<file path="config.mk">
export PLATFORM = sky130hd
export DESIGN_NAME = deadline_timer_queue_unit
export DESIGN_NICKNAME = d
export VERILOG_FILES = /design/src/hdl/dtq_pkg.sv /design/src/hdl/deadline_timer_queue_unit.sv /design/src/hdl/dtq_dpath.sv /design/src/hdl/dtq_ctrl.sv
export VERILOG_INCLUDE_DIRS = /design/src /design/src/hdl
export SDC_FILE = /design/constraint.sdc
export NUM_CORES = 2
export LEC_CHECK = 0
export ABC_AREA = 1
export BUFFER_PORTS_ARGS = -buffer_cell sky130_fd_sc_hd__buf_2
export CAP_MARGIN = 20
export CORE_ASPECT_RATIO = 0.5
export CORE_MARGIN = 2
export CORE_UTILIZATION = 55
export DETAILED_ROUTE_END_ITERATION = 8
export GPL_TIMING_DRIVEN = 1
export PLACE_DENSITY = 0.84
export SYNTH_ARGS = -nofsm -noshare
export SYNTH_HDL_FRONTEND = slang
export SYNTH_SLANG_ARGS = --single-unit
</file>
<file path="constraint.sdc">
create_clock -name clk_i -period 4.4 [get_ports clk_i]
set_input_delay 0.88 -clock clk_i [delete_from_list [all_inputs] [get_ports clk_i]]
set_output_delay 0.88 -clock clk_i [all_outputs]
set_load 0.005 [all_outputs]
</file>
<file path="src/hdl/assert_macros.svh">
// Concurrent assertion helpers, sampled on the rising clock edge and
// disabled while reset is active.
`ifndef ASSERT_MACROS_SVH
`define ASSERT_MACROS_SVH

`define DTQ_ASSERT(lbl, expr, msg) \
  lbl: assert property (@(posedge clk_i) disable iff (!rst_ni) (expr)) else $error(msg);

`define DTQ_ASSERT_IMPL(lbl, ante, cons, msg) \
  lbl: assert property (@(posedge clk_i) disable iff (!rst_ni) (ante) |-> (cons)) \
    else $error(msg);

`endif

</file>
<file path="src/hdl/dtq_pkg.sv">
package dtq_pkg;

  localparam int IN_DATA_W  = 40;
  localparam int OUT_DATA_W = 40;

  localparam logic [1:0] CMD_ADD  = 2'd0;
  localparam logic [1:0] CMD_DEL  = 2'd1;
  localparam logic [1:0] CMD_TICK = 2'd2;

  localparam logic [2:0] ST_ADDED   = 3'd0;
  localparam logic [2:0] ST_BADTIME = 3'd1;
  localparam logic [2:0] ST_FULL    = 3'd2;
  localparam logic [2:0] ST_DELETED = 3'd3;
  localparam logic [2:0] ST_NOTPEND = 3'd4;
  localparam logic [2:0] ST_FIRED   = 3'd5;
  localparam logic [2:0] ST_NONE    = 3'd6;

  localparam logic [31:0] NEAR_EMPTY = 32'hFFFF_FFFF;
  localparam logic [31:0] NEAR_MAX   = 32'hFFFF_FFFE;

  typedef enum logic [1:0] {
    SLOT_ZERO,
    SLOT_FREE,
    SLOT_HANDLE,
    SLOT_PICK
  } slot_sel_e;

  typedef struct packed {
    logic       take_in;
    logic       tick;
    logic       scan_start;
    logic       add_write;
    logic       del_clear;
    logic       fire_clear;
    logic       set_res;
    logic [2:0] res_status;
    slot_sel_e  res_slot;
    logic       res_pick_last;
    logic       calc_near;
    logic       load_fires;
    logic       emit;
  } dtq_cmd_t;

  typedef struct packed {
    logic [1:0] cmd;
    logic       bad_time;
    logic       hdl_pending;
    logic       scan_done;
    logic       free_found;
    logic       due_any;
    logic       fires_left;
    logic       out_free;
  } dtq_stat_t;

endpackage

</file>
<file path="src/hdl/deadline_timer_queue_unit.sv">
// Channel   Dir  tdata (low bit up)                 tuser        tlast
// s_axis    in   timeout_ms[31:0], handle[35:32]    cmd[1:0]     -
// m_axis    out  slot[3:0], nearest_timeout[35:4]   status[2:0]  last
//
// Every scan walks all SLOTS entries through the expiry memory read port.
// Delete, bad-timeout add and unused requests take one scan.
// Any other add takes two scans: one to find a free slot, one for the nearest timeout.
// A tick takes one scan, plus one more scan for each timer that fires.
// Reset clears the valid bits and the millisecond counter; no clearing pass is needed.
// A held result stalls the block only when the next result is ready to be loaded.
module deadline_timer_queue_unit #(
  parameter int SLOTS     = 16,
  parameter int TIME_BITS = 48
) (
  input  logic                             clk_i,
  input  logic                             rst_ni,
  input  logic                             s_axis_tvalid,
  output logic                             s_axis_tready,
  // timeout_ms[31:0], handle[35:32], zero fill
  input  logic [dtq_pkg::IN_DATA_W-1:0]    s_axis_tdata,
  // cmd[1:0]
  input  logic [1:0]                       s_axis_tuser,
  output logic                             m_axis_tvalid,
  input  logic                             m_axis_tready,
  // slot[3:0], nearest_timeout[35:4], zero fill
  output logic [dtq_pkg::OUT_DATA_W-1:0]   m_axis_tdata,
  // status[2:0]
  output logic [2:0]                       m_axis_tuser,
  output logic                             m_axis_tlast
);

  dtq_pkg::dtq_cmd_t  ctl;
  dtq_pkg::dtq_stat_t stat;
  logic [3:0]         out_slot;
  logic [31:0]        out_near;
  logic               res_added;
  logic               res_full;
  logic               res_empty;
  logic               res_slot_ok;

  dtq_ctrl u_ctrl (
    .clk_i      (clk_i),
    .rst_ni     (rst_ni),
    .in_valid_i (s_axis_tvalid),
    .in_ready_o (s_axis_tready),
    .stat_i     (stat),
    .ctl_o      (ctl)
  );

  dtq_dpath #(
    .SLOTS     (SLOTS),
    .TIME_BITS (TIME_BITS)
  ) u_dpath (
    .clk_i         (clk_i),
    .rst_ni        (rst_ni),
    .in_cmd_i      (s_axis_tuser),
    .in_timeout_i  (signed'(s_axis_tdata[31:0])),
    .in_handle_i   (s_axis_tdata[35:32]),
    .ctl_i         (ctl),
    .stat_o        (stat),
    .out_valid_o   (m_axis_tvalid),
    .out_ready_i   (m_axis_tready),
    .out_status_o  (m_axis_tuser),
    .out_slot_o    (out_slot),
    .out_nearest_o (out_near),
    .out_last_o    (m_axis_tlast)
  );

  assign m_axis_tdata = {4'b0, out_near, out_slot};

  assign res_added   = m_axis_tvalid && (m_axis_tuser == dtq_pkg::ST_ADDED);
  assign res_full    = m_axis_tvalid && (m_axis_tuser == dtq_pkg::ST_FULL);
  assign res_empty   = out_near == dtq_pkg::NEAR_EMPTY;
  assign res_slot_ok = (32'(out_slot) < SLOTS) || (m_axis_tuser == dtq_pkg::ST_NOTPEND);

`include "assert_macros.svh"

  `DTQ_ASSERT_IMPL(a_added_not_empty, res_added, !res_empty, "Added timer but empty table.")
  `DTQ_ASSERT_IMPL(a_full_not_empty, res_full, !res_empty, "Table full but reported empty.")
  `DTQ_ASSERT_IMPL(a_idle_last, m_axis_tvalid && s_axis_tready, m_axis_tlast, "Early request.")
  `DTQ_ASSERT(a_slot_range, !m_axis_tvalid || res_slot_ok, "Result slot outside the table.")

endmodule

</file>
<file path="src/hdl/dtq_dpath.sv">
module dtq_dpath #(
  parameter int SLOTS     = 16,
  parameter int TIME_BITS = 48
) (
  input  logic               clk_i,
  input  logic               rst_ni,
  input  logic [1:0]         in_cmd_i,
  input  logic signed [31:0] in_timeout_i,
  input  logic [3:0]         in_handle_i,
  input  dtq_pkg::dtq_cmd_t  ctl_i,
  output dtq_pkg::dtq_stat_t stat_o,
  output logic               out_valid_o,
  input  logic               out_ready_i,
  output logic [2:0]         out_status_o,
  output logic [3:0]         out_slot_o,
  output logic [31:0]        out_nearest_o,
  output logic               out_last_o
);

  localparam int IDX_W = $clog2(SLOTS);
  localparam int CNT_W = IDX_W + 1;
  localparam logic [CNT_W-1:0] SLOTS_C = CNT_W'(SLOTS);

  logic [1:0]           cmd_q;
  logic [31:0]          tmo_q;
  logic [3:0]           handle_q;
  logic [TIME_BITS-1:0] now_q;
  logic [SLOTS-1:0]     valid_q;
  logic [TIME_BITS-1:0] exp_mem [SLOTS];

  logic                 act_q;
  logic [CNT_W-1:0]     cnt_q;
  logic                 s1_vld_q;
  logic [IDX_W-1:0]     s1_idx_q;
  logic                 s1_used_q;
  logic [TIME_BITS-1:0] rdata_q;

  logic                 free_found_q;
  logic [IDX_W-1:0]     free_idx_q;
  logic [CNT_W-1:0]     due_cnt_q;
  logic                 due_found_q;
  logic [TIME_BITS-1:0] due_best_q;
  logic [IDX_W-1:0]     due_idx_q;
  logic                 fut_found_q;
  logic [TIME_BITS-1:0] fut_best_q;

  logic [CNT_W-1:0]     fires_q;
  logic [31:0]          nearest_q;
  logic [2:0]           res_status_q;
  logic [3:0]           res_slot_q;
  logic                 res_last_q;

  logic                 out_vld_q;
  logic [2:0]           out_status_q;
  logic [3:0]           out_slot_q;
  logic [31:0]          out_near_q;
  logic                 out_last_q;

  logic                 issue;
  logic                 done;
  logic [IDX_W-1:0]     rd_idx;
  logic                 e_due;
  logic                 hdl_ok;
  logic [IDX_W-1:0]     hidx;
  logic [TIME_BITS-1:0] diff;
  logic [31:0]          near_d;
  logic [3:0]           slot_d;

  assign issue  = act_q && (cnt_q != SLOTS_C);
  assign done   = act_q && (cnt_q == SLOTS_C) && !s1_vld_q;
  assign rd_idx = cnt_q[IDX_W-1:0];
  assign e_due  = rdata_q <= now_q;
  assign hdl_ok = 32'(handle_q) < SLOTS;
  assign hidx   = IDX_W'(handle_q);
  assign diff   = fut_best_q - now_q;

  always_comb begin
    if ((cmd_q != dtq_pkg::CMD_TICK) && due_found_q) begin
      near_d = '0;
    end else if (fut_found_q) begin
      if (((diff >> 32) != '0) || (diff[31:0] == dtq_pkg::NEAR_EMPTY)) begin
        near_d = dtq_pkg::NEAR_MAX;
      end else begin
        near_d = diff[31:0];
      end
    end else begin
      near_d = dtq_pkg::NEAR_EMPTY;
    end
  end

  always_comb begin
    case (ctl_i.res_slot)
      dtq_pkg::SLOT_FREE:   slot_d = 4'(free_idx_q);
      dtq_pkg::SLOT_HANDLE: slot_d = handle_q;
      dtq_pkg::SLOT_PICK:   slot_d = 4'(due_idx_q);
      default:              slot_d = '0;
    endcase
  end

  always_ff @(posedge clk_i) begin
    if (ctl_i.take_in) begin
      cmd_q    <= in_cmd_i;
      tmo_q    <= unsigned'(in_timeout_i);
      handle_q <= in_handle_i;
    end
  end

  always_ff @(posedge clk_i or negedge rst_ni) begin
    if (!rst_ni) begin
      now_q <= '0;
    end else if (ctl_i.tick) begin
      now_q <= now_q + TIME_BITS'(1);
    end
  end

  always_ff @(posedge clk_i or negedge rst_ni) begin
    if (!rst_ni) begin
      valid_q <= '0;
    end else begin
      if (ctl_i.add_write) begin
        valid_q[free_idx_q] <= 1'b1;
      end
      if (ctl_i.del_clear) begin
        valid_q[hidx] <= 1'b0;
      end
      if (ctl_i.fire_clear) begin
        valid_q[due_idx_q] <= 1'b0;
      end
    end
  end

  always_ff @(posedge clk_i) begin
    if (ctl_i.add_write) begin
      exp_mem[free_idx_q] <= now_q + TIME_BITS'(tmo_q);
    end
    if (issue) begin
      rdata_q <= exp_mem[rd_idx];
    end
  end

  always_ff @(posedge clk_i or negedge rst_ni) begin
    if (!rst_ni) begin
      act_q    <= 1'b0;
      cnt_q    <= '0;
      s1_vld_q <= 1'b0;
    end else begin
      s1_vld_q <= issue && !ctl_i.scan_start;
      if (ctl_i.scan_start) begin
        act_q <= 1'b1;
        cnt_q <= '0;
      end else if (issue) begin
        cnt_q <= cnt_q + CNT_W'(1);
      end else if (done) begin
        act_q <= 1'b0;
      end
    end
  end

  always_ff @(posedge clk_i) begin
    s1_idx_q  <= rd_idx;
    s1_used_q <= valid_q[rd_idx];
  end

  always_ff @(posedge clk_i or negedge rst_ni) begin
    if (!rst_ni) begin
      free_found_q <= 1'b0;
      due_found_q  <= 1'b0;
      fut_found_q  <= 1'b0;
      due_cnt_q    <= '0;
    end else if (ctl_i.scan_start) begin
      free_found_q <= 1'b0;
      due_found_q  <= 1'b0;
      fut_found_q  <= 1'b0;
      due_cnt_q    <= '0;
    end else if (s1_vld_q) begin
      if (!s1_used_q && !free_found_q) begin
        free_found_q <= 1'b1;
      end
      if (s1_used_q && e_due) begin
        due_cnt_q   <= due_cnt_q + CNT_W'(1);
        due_found_q <= 1'b1;
      end
      if (s1_used_q && !e_due) begin
        fut_found_q <= 1'b1;
      end
    end
  end

  always_ff @(posedge clk_i) begin
    if (s1_vld_q) begin
      if (!s1_used_q && !free_found_q) begin
        free_idx_q <= s1_idx_q;
      end
      if (s1_used_q && e_due && (!due_found_q || (rdata_q < due_best_q))) begin
        due_best_q <= rdata_q;
        due_idx_q  <= s1_idx_q;
      end
      if (s1_used_q && !e_due && (!fut_found_q || (rdata_q < fut_best_q))) begin
        fut_best_q <= rdata_q;
      end
    end
  end

  always_ff @(posedge clk_i or negedge rst_ni) begin
    if (!rst_ni) begin
      fires_q <= '0;
    end else if (ctl_i.load_fires) begin
      fires_q <= due_cnt_q;
    end else if (ctl_i.fire_clear) begin
      fires_q <= fires_q - CNT_W'(1);
    end
  end

  always_ff @(posedge clk_i) begin
    if (ctl_i.calc_near) begin
      nearest_q <= near_d;
    end
    if (ctl_i.set_res) begin
      res_status_q <= ctl_i.res_status;
      res_slot_q   <= slot_d;
      res_last_q   <= ctl_i.res_pick_last ? (fires_q == CNT_W'(1)) : 1'b1;
    end
    if (ctl_i.emit) begin
      out_status_q <= res_status_q;
      out_slot_q   <= res_slot_q;
      out_near_q   <= nearest_q;
      out_last_q   <= res_last_q;
    end
  end

  always_ff @(posedge clk_i or negedge rst_ni) begin
    if (!rst_ni) begin
      out_vld_q <= 1'b0;
    end else if (ctl_i.emit) begin
      out_vld_q <= 1'b1;
    end else if (out_ready_i) begin
      out_vld_q <= 1'b0;
    end
  end

  assign stat_o.cmd         = cmd_q;
  assign stat_o.bad_time    = (tmo_q == '0) || tmo_q[31];
  assign stat_o.hdl_pending = hdl_ok && valid_q[hidx];
  assign stat_o.scan_done   = done;
  assign stat_o.free_found  = free_found_q;
  assign stat_o.due_any     = due_cnt_q != '0;
  assign stat_o.fires_left  = fires_q != '0;
  assign stat_o.out_free    = !out_vld_q || out_ready_i;

  assign out_valid_o   = out_vld_q;
  assign out_status_o  = out_status_q;
  assign out_slot_o    = out_slot_q;
  assign out_nearest_o = out_near_q;
  assign out_last_o    = out_last_q;

endmodule

</file>
<file path="src/hdl/dtq_ctrl.sv">
module dtq_ctrl (
  input  logic               clk_i,
  input  logic               rst_ni,
  input  logic               in_valid_i,
  output logic               in_ready_o,
  input  dtq_pkg::dtq_stat_t stat_i,
  output dtq_pkg::dtq_cmd_t  ctl_o
);

  localparam logic [2:0] S_IDLE   = 3'd0;
  localparam logic [2:0] S_DECODE = 3'd1;
  localparam logic [2:0] S_FREE   = 3'd2;
  localparam logic [2:0] S_NEAR   = 3'd3;
  localparam logic [2:0] S_PICK   = 3'd4;
  localparam logic [2:0] S_EMIT   = 3'd5;

  logic [2:0] state_q;
  logic [2:0] state_d;

  assign in_ready_o = state_q == S_IDLE;

  always_comb begin
    ctl_o   = '0;
    state_d = state_q;
    case (state_q)
      S_IDLE: begin
        if (in_valid_i) begin
          ctl_o.take_in = 1'b1;
          state_d       = S_DECODE;
        end
      end
      S_DECODE: begin
        ctl_o.set_res    = 1'b1;
        ctl_o.scan_start = 1'b1;
        ctl_o.res_status = dtq_pkg::ST_NONE;
        ctl_o.res_slot   = dtq_pkg::SLOT_ZERO;
        state_d          = S_NEAR;
        case (stat_i.cmd)
          dtq_pkg::CMD_ADD: begin
            if (stat_i.bad_time) begin
              ctl_o.res_status = dtq_pkg::ST_BADTIME;
            end else begin
              ctl_o.set_res = 1'b0;
              state_d       = S_FREE;
            end
          end
          dtq_pkg::CMD_DEL: begin
            ctl_o.res_slot = dtq_pkg::SLOT_HANDLE;
            if (stat_i.hdl_pending) begin
              ctl_o.del_clear  = 1'b1;
              ctl_o.res_status = dtq_pkg::ST_DELETED;
            end else begin
              ctl_o.res_status = dtq_pkg::ST_NOTPEND;
            end
          end
          dtq_pkg::CMD_TICK: begin
            ctl_o.tick = 1'b1;
          end
          default: begin
          end
        endcase
      end
      S_FREE: begin
        if (stat_i.scan_done) begin
          ctl_o.set_res    = 1'b1;
          ctl_o.scan_start = 1'b1;
          state_d          = S_NEAR;
          if (stat_i.free_found) begin
            ctl_o.add_write  = 1'b1;
            ctl_o.res_status = dtq_pkg::ST_ADDED;
            ctl_o.res_slot   = dtq_pkg::SLOT_FREE;
          end else begin
            ctl_o.res_status = dtq_pkg::ST_FULL;
            ctl_o.res_slot   = dtq_pkg::SLOT_ZERO;
          end
        end
      end
      S_NEAR: begin
        if (stat_i.scan_done) begin
          ctl_o.calc_near = 1'b1;
          if ((stat_i.cmd == dtq_pkg::CMD_TICK) && stat_i.due_any) begin
            ctl_o.load_fires = 1'b1;
            ctl_o.scan_start = 1'b1;
            state_d          = S_PICK;
          end else begin
            state_d = S_EMIT;
          end
        end
      end
      S_PICK: begin
        if (stat_i.scan_done) begin
          ctl_o.fire_clear    = 1'b1;
          ctl_o.set_res       = 1'b1;
          ctl_o.res_status    = dtq_pkg::ST_FIRED;
          ctl_o.res_slot      = dtq_pkg::SLOT_PICK;
          ctl_o.res_pick_last = 1'b1;
          state_d             = S_EMIT;
        end
      end
      S_EMIT: begin
        if (stat_i.out_free) begin
          ctl_o.emit = 1'b1;
          if (stat_i.fires_left) begin
            ctl_o.scan_start = 1'b1;
            state_d          = S_PICK;
          end else begin
            state_d = S_IDLE;
          end
        end
      end
      default: begin
        state_d = S_IDLE;
      end
    endcase
  end

  always_ff @(posedge clk_i or negedge rst_ni) begin
    if (!rst_ni) begin
      state_q <= S_IDLE;
    end else begin
      state_q <= state_d;
    end
  end

endmodule

</file>
==> metrics.log <==
[metrics] status: completed
[metrics] post-DP HPWL: about 94 mm
[metrics] fraction of synthesis flops using an asynchronous set or reset pin: 7.78%
[metrics] FMAX: roughly 250 MHz
[metrics] final instance count without filler cells: ~6400
[metrics] layout cells sized above 1: 7.63%
[metrics] RSZ-0062 raised after global routing: false
[metrics] count of distinct cell types in the synthesized netlist: between 50 and 60
[metrics] worst clock skew on the final layout: approximately 53 ps
[metrics] number of design rule violations left after detail routing: 0
[metrics] number of antenna violations at the first check in global routing: 7
[metrics] initial core utilization: 55.4%
[metrics] wire per inst: about 23 um
[metrics] Hold Crit Class: in2async
[metrics] post-cts hold buffer count: 0
[metrics] Bufs and invs on worst path: 2
[metrics] maximum number of pins on one net before global-route repair: 243
[metrics] final clock period utilization by the worst path: between 90 and 100%
[metrics] number of placement rows: 80
[metrics] WP data arrival: between 4000 and 5000 ps
[metrics] CTS H-tree lvls: 3
[metrics] Root Buffer: clkbuf_16
[metrics] Routed WL: approximately 150 mm
[metrics] fin util: between 60% and 70%
[metrics] most frequently used flop master after synthesis: edfxtp_1
[metrics] number of flops mapped to enable cells by yosys: between 1000 and 1500
[metrics] global-route wire length before repair: 220 mm
[metrics] number of top-level pins: 92
[metrics] FF+latch count, synth: ~1100
[metrics] height of the die: ~220 um
[metrics] Largest delay share family, worst path: compound AO/OA/AOI/OAI gates
[metrics] clock transition time at the flip-flop clock pins of the worst setup and hold paths: about 70 ps
[metrics] sink count of the clock tree: around 1100
[metrics] CTS tree: built
[metrics] final net count: approximately 5300
[metrics] overall die area: slightly below 100000 um2
[metrics] mapped cell area: roughly 53000 um2
[metrics] clock latency on the worst-skew pair: about 750 ps
[metrics] number of vias per cell after detailed routing: ~6.1
[metrics] post-synthesis instance total: 4905
[metrics] slowest stage delay, CP: about 550 ps
[metrics] most common cell type on the critical path: o21ai_1
[metrics] DP Cell Count: 6184
[metrics] Floorplan Core Area: 95100 um2
[metrics] worst slew pin tran: 1120 ps
[metrics] required time worst endpoint: about 5000 ps
[metrics] count of vias placed by the detailed router: 39000
[metrics] number of hold-slack violations in the final timing report: 0
[metrics] standard cell with the maximum stage delay on the critical path: dfrtp_1
[metrics] Detailed Routing Iterations Pass 1: 6
[metrics] Area growth syn-to-layout: 10.8%
[metrics] gp weighted congestion: 1.01
[metrics] via count of the first global-routing pass: 37500
[metrics] total congestion overflow after global routing: 0
[metrics] Worst Hold Margin: 182 ps
[metrics] Worst Setup Path Type: reg2reg
[metrics] capturing element type of the critical path: flip-flop
[metrics] final setup fails: 0
[metrics] largest buffer count on any clock path: 3
[metrics] GRT Total Usage: 29.8%
[metrics] part of the Yosys area used for sequential elements: a little under two thirds
[metrics] starting DRC count in detailed routing: about 5500
[metrics] final antenna-violating net count: 0
[metrics] final max-slew violation count: 0
[metrics] count of port buffers added during placement: 83
[metrics] Max Cap Violations: 0
[metrics] count of warnings emitted by yosys: 0
[metrics] worst slew margin relative to its limit: about a quarter
[metrics] maximum fanout along the worst path: 16
[metrics] total clock buffers created by CTS: 97
[metrics] peak ir drop on the vdd network: about 0.00077 V
[metrics] final critical path time including I/O delays and setup: just over 4000 ps
[metrics] critical path cell sequence: ha_1, inv_1, fa_1, o21ai_1, a21oi_1, o21ai_1, a21boi_1, o21ai_1, a21boi_1, o21ai_0, xor2_1, buf_4
[metrics] Setup crit start kind: flip-flop
[metrics] synthesized area divided by synthesized cell count: between 10 and 15 um2
[metrics] Static Leak: around 22 nW
[metrics] PwrDens: ~580 nW/um2
[metrics] post-CTS setup repair buffer count: 0
[metrics] width of the chip: between 400 and 500 um
[metrics] post-cts repair resize count: 0
-- flip-flops by register name, summed over array words and instances, names as in the netlist, 32 cells and up --
register / cells
u_dpath.fut_best_q: 48
u_dpath.tmo_q: 32
u_dpath.out_nearest_o: 32
u_dpath.exp_mem: 768
u_dpath.rdata_q: 48
u_dpath.now_q: 48
u_dpath.due_best_q: 48
u_dpath.nearest_q: 32
-- metal layers --
layer / vias to the layer above / global-route usage, % / share of wire, %
li1: 17400 / - / -
met1: 18600 / 40.9 / 39
met2: 2600 / 45.7 / 44
met3: 433 / 7.91 / 13
met4: 2 / 11.3 / 3.8
met5: - / 0 / 0.0074
-- cells in the final DEF (no fill, tap or decap), types with 23 or more instances in the layout --
cell type,instances
o21ai_0,453
nor2_1,654
dfrtp_1,86
clkbuf_16,97
nand4_1,88
inv_1,470
edfxtp_1,1038
clkinv_2,24
nor2_4,25
a21oi_1,149
nor3_1,52
ha_1,229
o221ai_1,29
clkbuf_1,23
o22ai_1,194
xor2_1,96
buf_2,82
buf_4,70
nand3_1,90
xnor2_1,23
nand2_1,877
-- cell type report --
class | instances | area (um2)
repair buffers | 174 | 1360
flip-flops and latches | 1131 | 33500
clock buffers | 122 | 2540
diodes | 5 | 12.5
multi-input cells | 3124 | 16900
well taps | 1271 | 1590
fillers | 7040 | 36700
inverters | 488 | 1840
clock inverters | 56 | 629
-- per-stage QoR --
stage / instance area [um2] / TNS [ps] / setup slack (ps) / power, mW
floorplan: 52700 / -378170 / -456 / 20.8
global placement: 55100 / 0 / 466 / 24.1
detailed placement: 55200 / 0 / 345 / 24.7
CTS: 58300 / 0 / 291 / 33.4
global route: 58400 / 0 / 245 / 35.3
finish: 58400 / 0 / 364 / 33.8
-- synthesized netlist by cell type (all sizes together), types with 2 or more instances --
cell type,count,area (um2)
nand3,94,505
buf,14,76.3
o21bai,11,82.6
xnor2,24,210
a21o,6,45.0
dfrtp,88,2200
a22oi,3,22.5
o21a,9,67.6
o2111ai,3,26.3
dfxtp,5,100
a21boi,7,52.6
edfxtp,1038,31200
a211oi,5,37.5
clkbuf,151,567
nand3b,14,105
o221ai,29,254
a31oi,20,125
o31ai,2,15.0
a21oi,150,751
nand2,883,3330
or2,4,25.0
inv,485,1820
clkinv,3,11.3
fa,2,40.0
ha,229,2870
o22ai,194,1210
xor2,97,850
o211ai,12,90.1
nand4,88,551
o21ai,459,2300
nor3,57,318
nor2,690,2660
nor4,20,125
-- cell families (layout without fill, tap and decap cells) --
group | count (synthesis) | after routing | share of synthesized area [%]
and+or+nand+nor | 1854 | 1854 | 14.5
DFF | 1131 | 1131 | 63.5
AOI/OAI and AO/OA | 914 | 914 | 9.71
buffers and inverters | 653 | 840 | 4.70
adders and majority gates | 231 | 231 | 5.51
xor gates and xnor gates | 121 | 121 | 2.01
other | 1 | 9 | 0.00712
-- power by group --
group / internal, mW / total, mW / switching, mW
clock network: 4.62 / 8.73 / 4.10
registers: 13.1 / 13.9 / 0.762
logic: 3.27 / 11.2 / 7.93
total: 21.0 / 33.8 / 12.8
-- path summary, 6_finish.rpt --
path,from,slack (ps),end,cells after the start
setup / recovery,u_dpath.now_q[0]$_DFFE_PN0P_,360,u_dpath.exp_mem[6][24]$_DFFE_PP_,12
hold / removal,rst_ni,180,u_dpath.valid_q[12]$_DFF_PN0_,1
setup reg to reg,u_dpath.now_q[0]$_DFFE_PN0P_,360,u_dpath.exp_mem[6][24]$_DFFE_PP_,12
hold reg to reg,u_dpath.nearest_q[3]$_SDFFCE_PP0P_,420,u_dpath.out_nearest_o[3]$_DFFE_PP_,0
max in group asynchronous,rst_ni,3190,u_dpath.now_q[30]$_DFFE_PN0P_,2
min in group clk_i,s_axis_tdata[35],310,u_dpath.handle_q[3]$_DFFE_PP_,1
No activity file was read; power rests on OpenSTA's default activity.
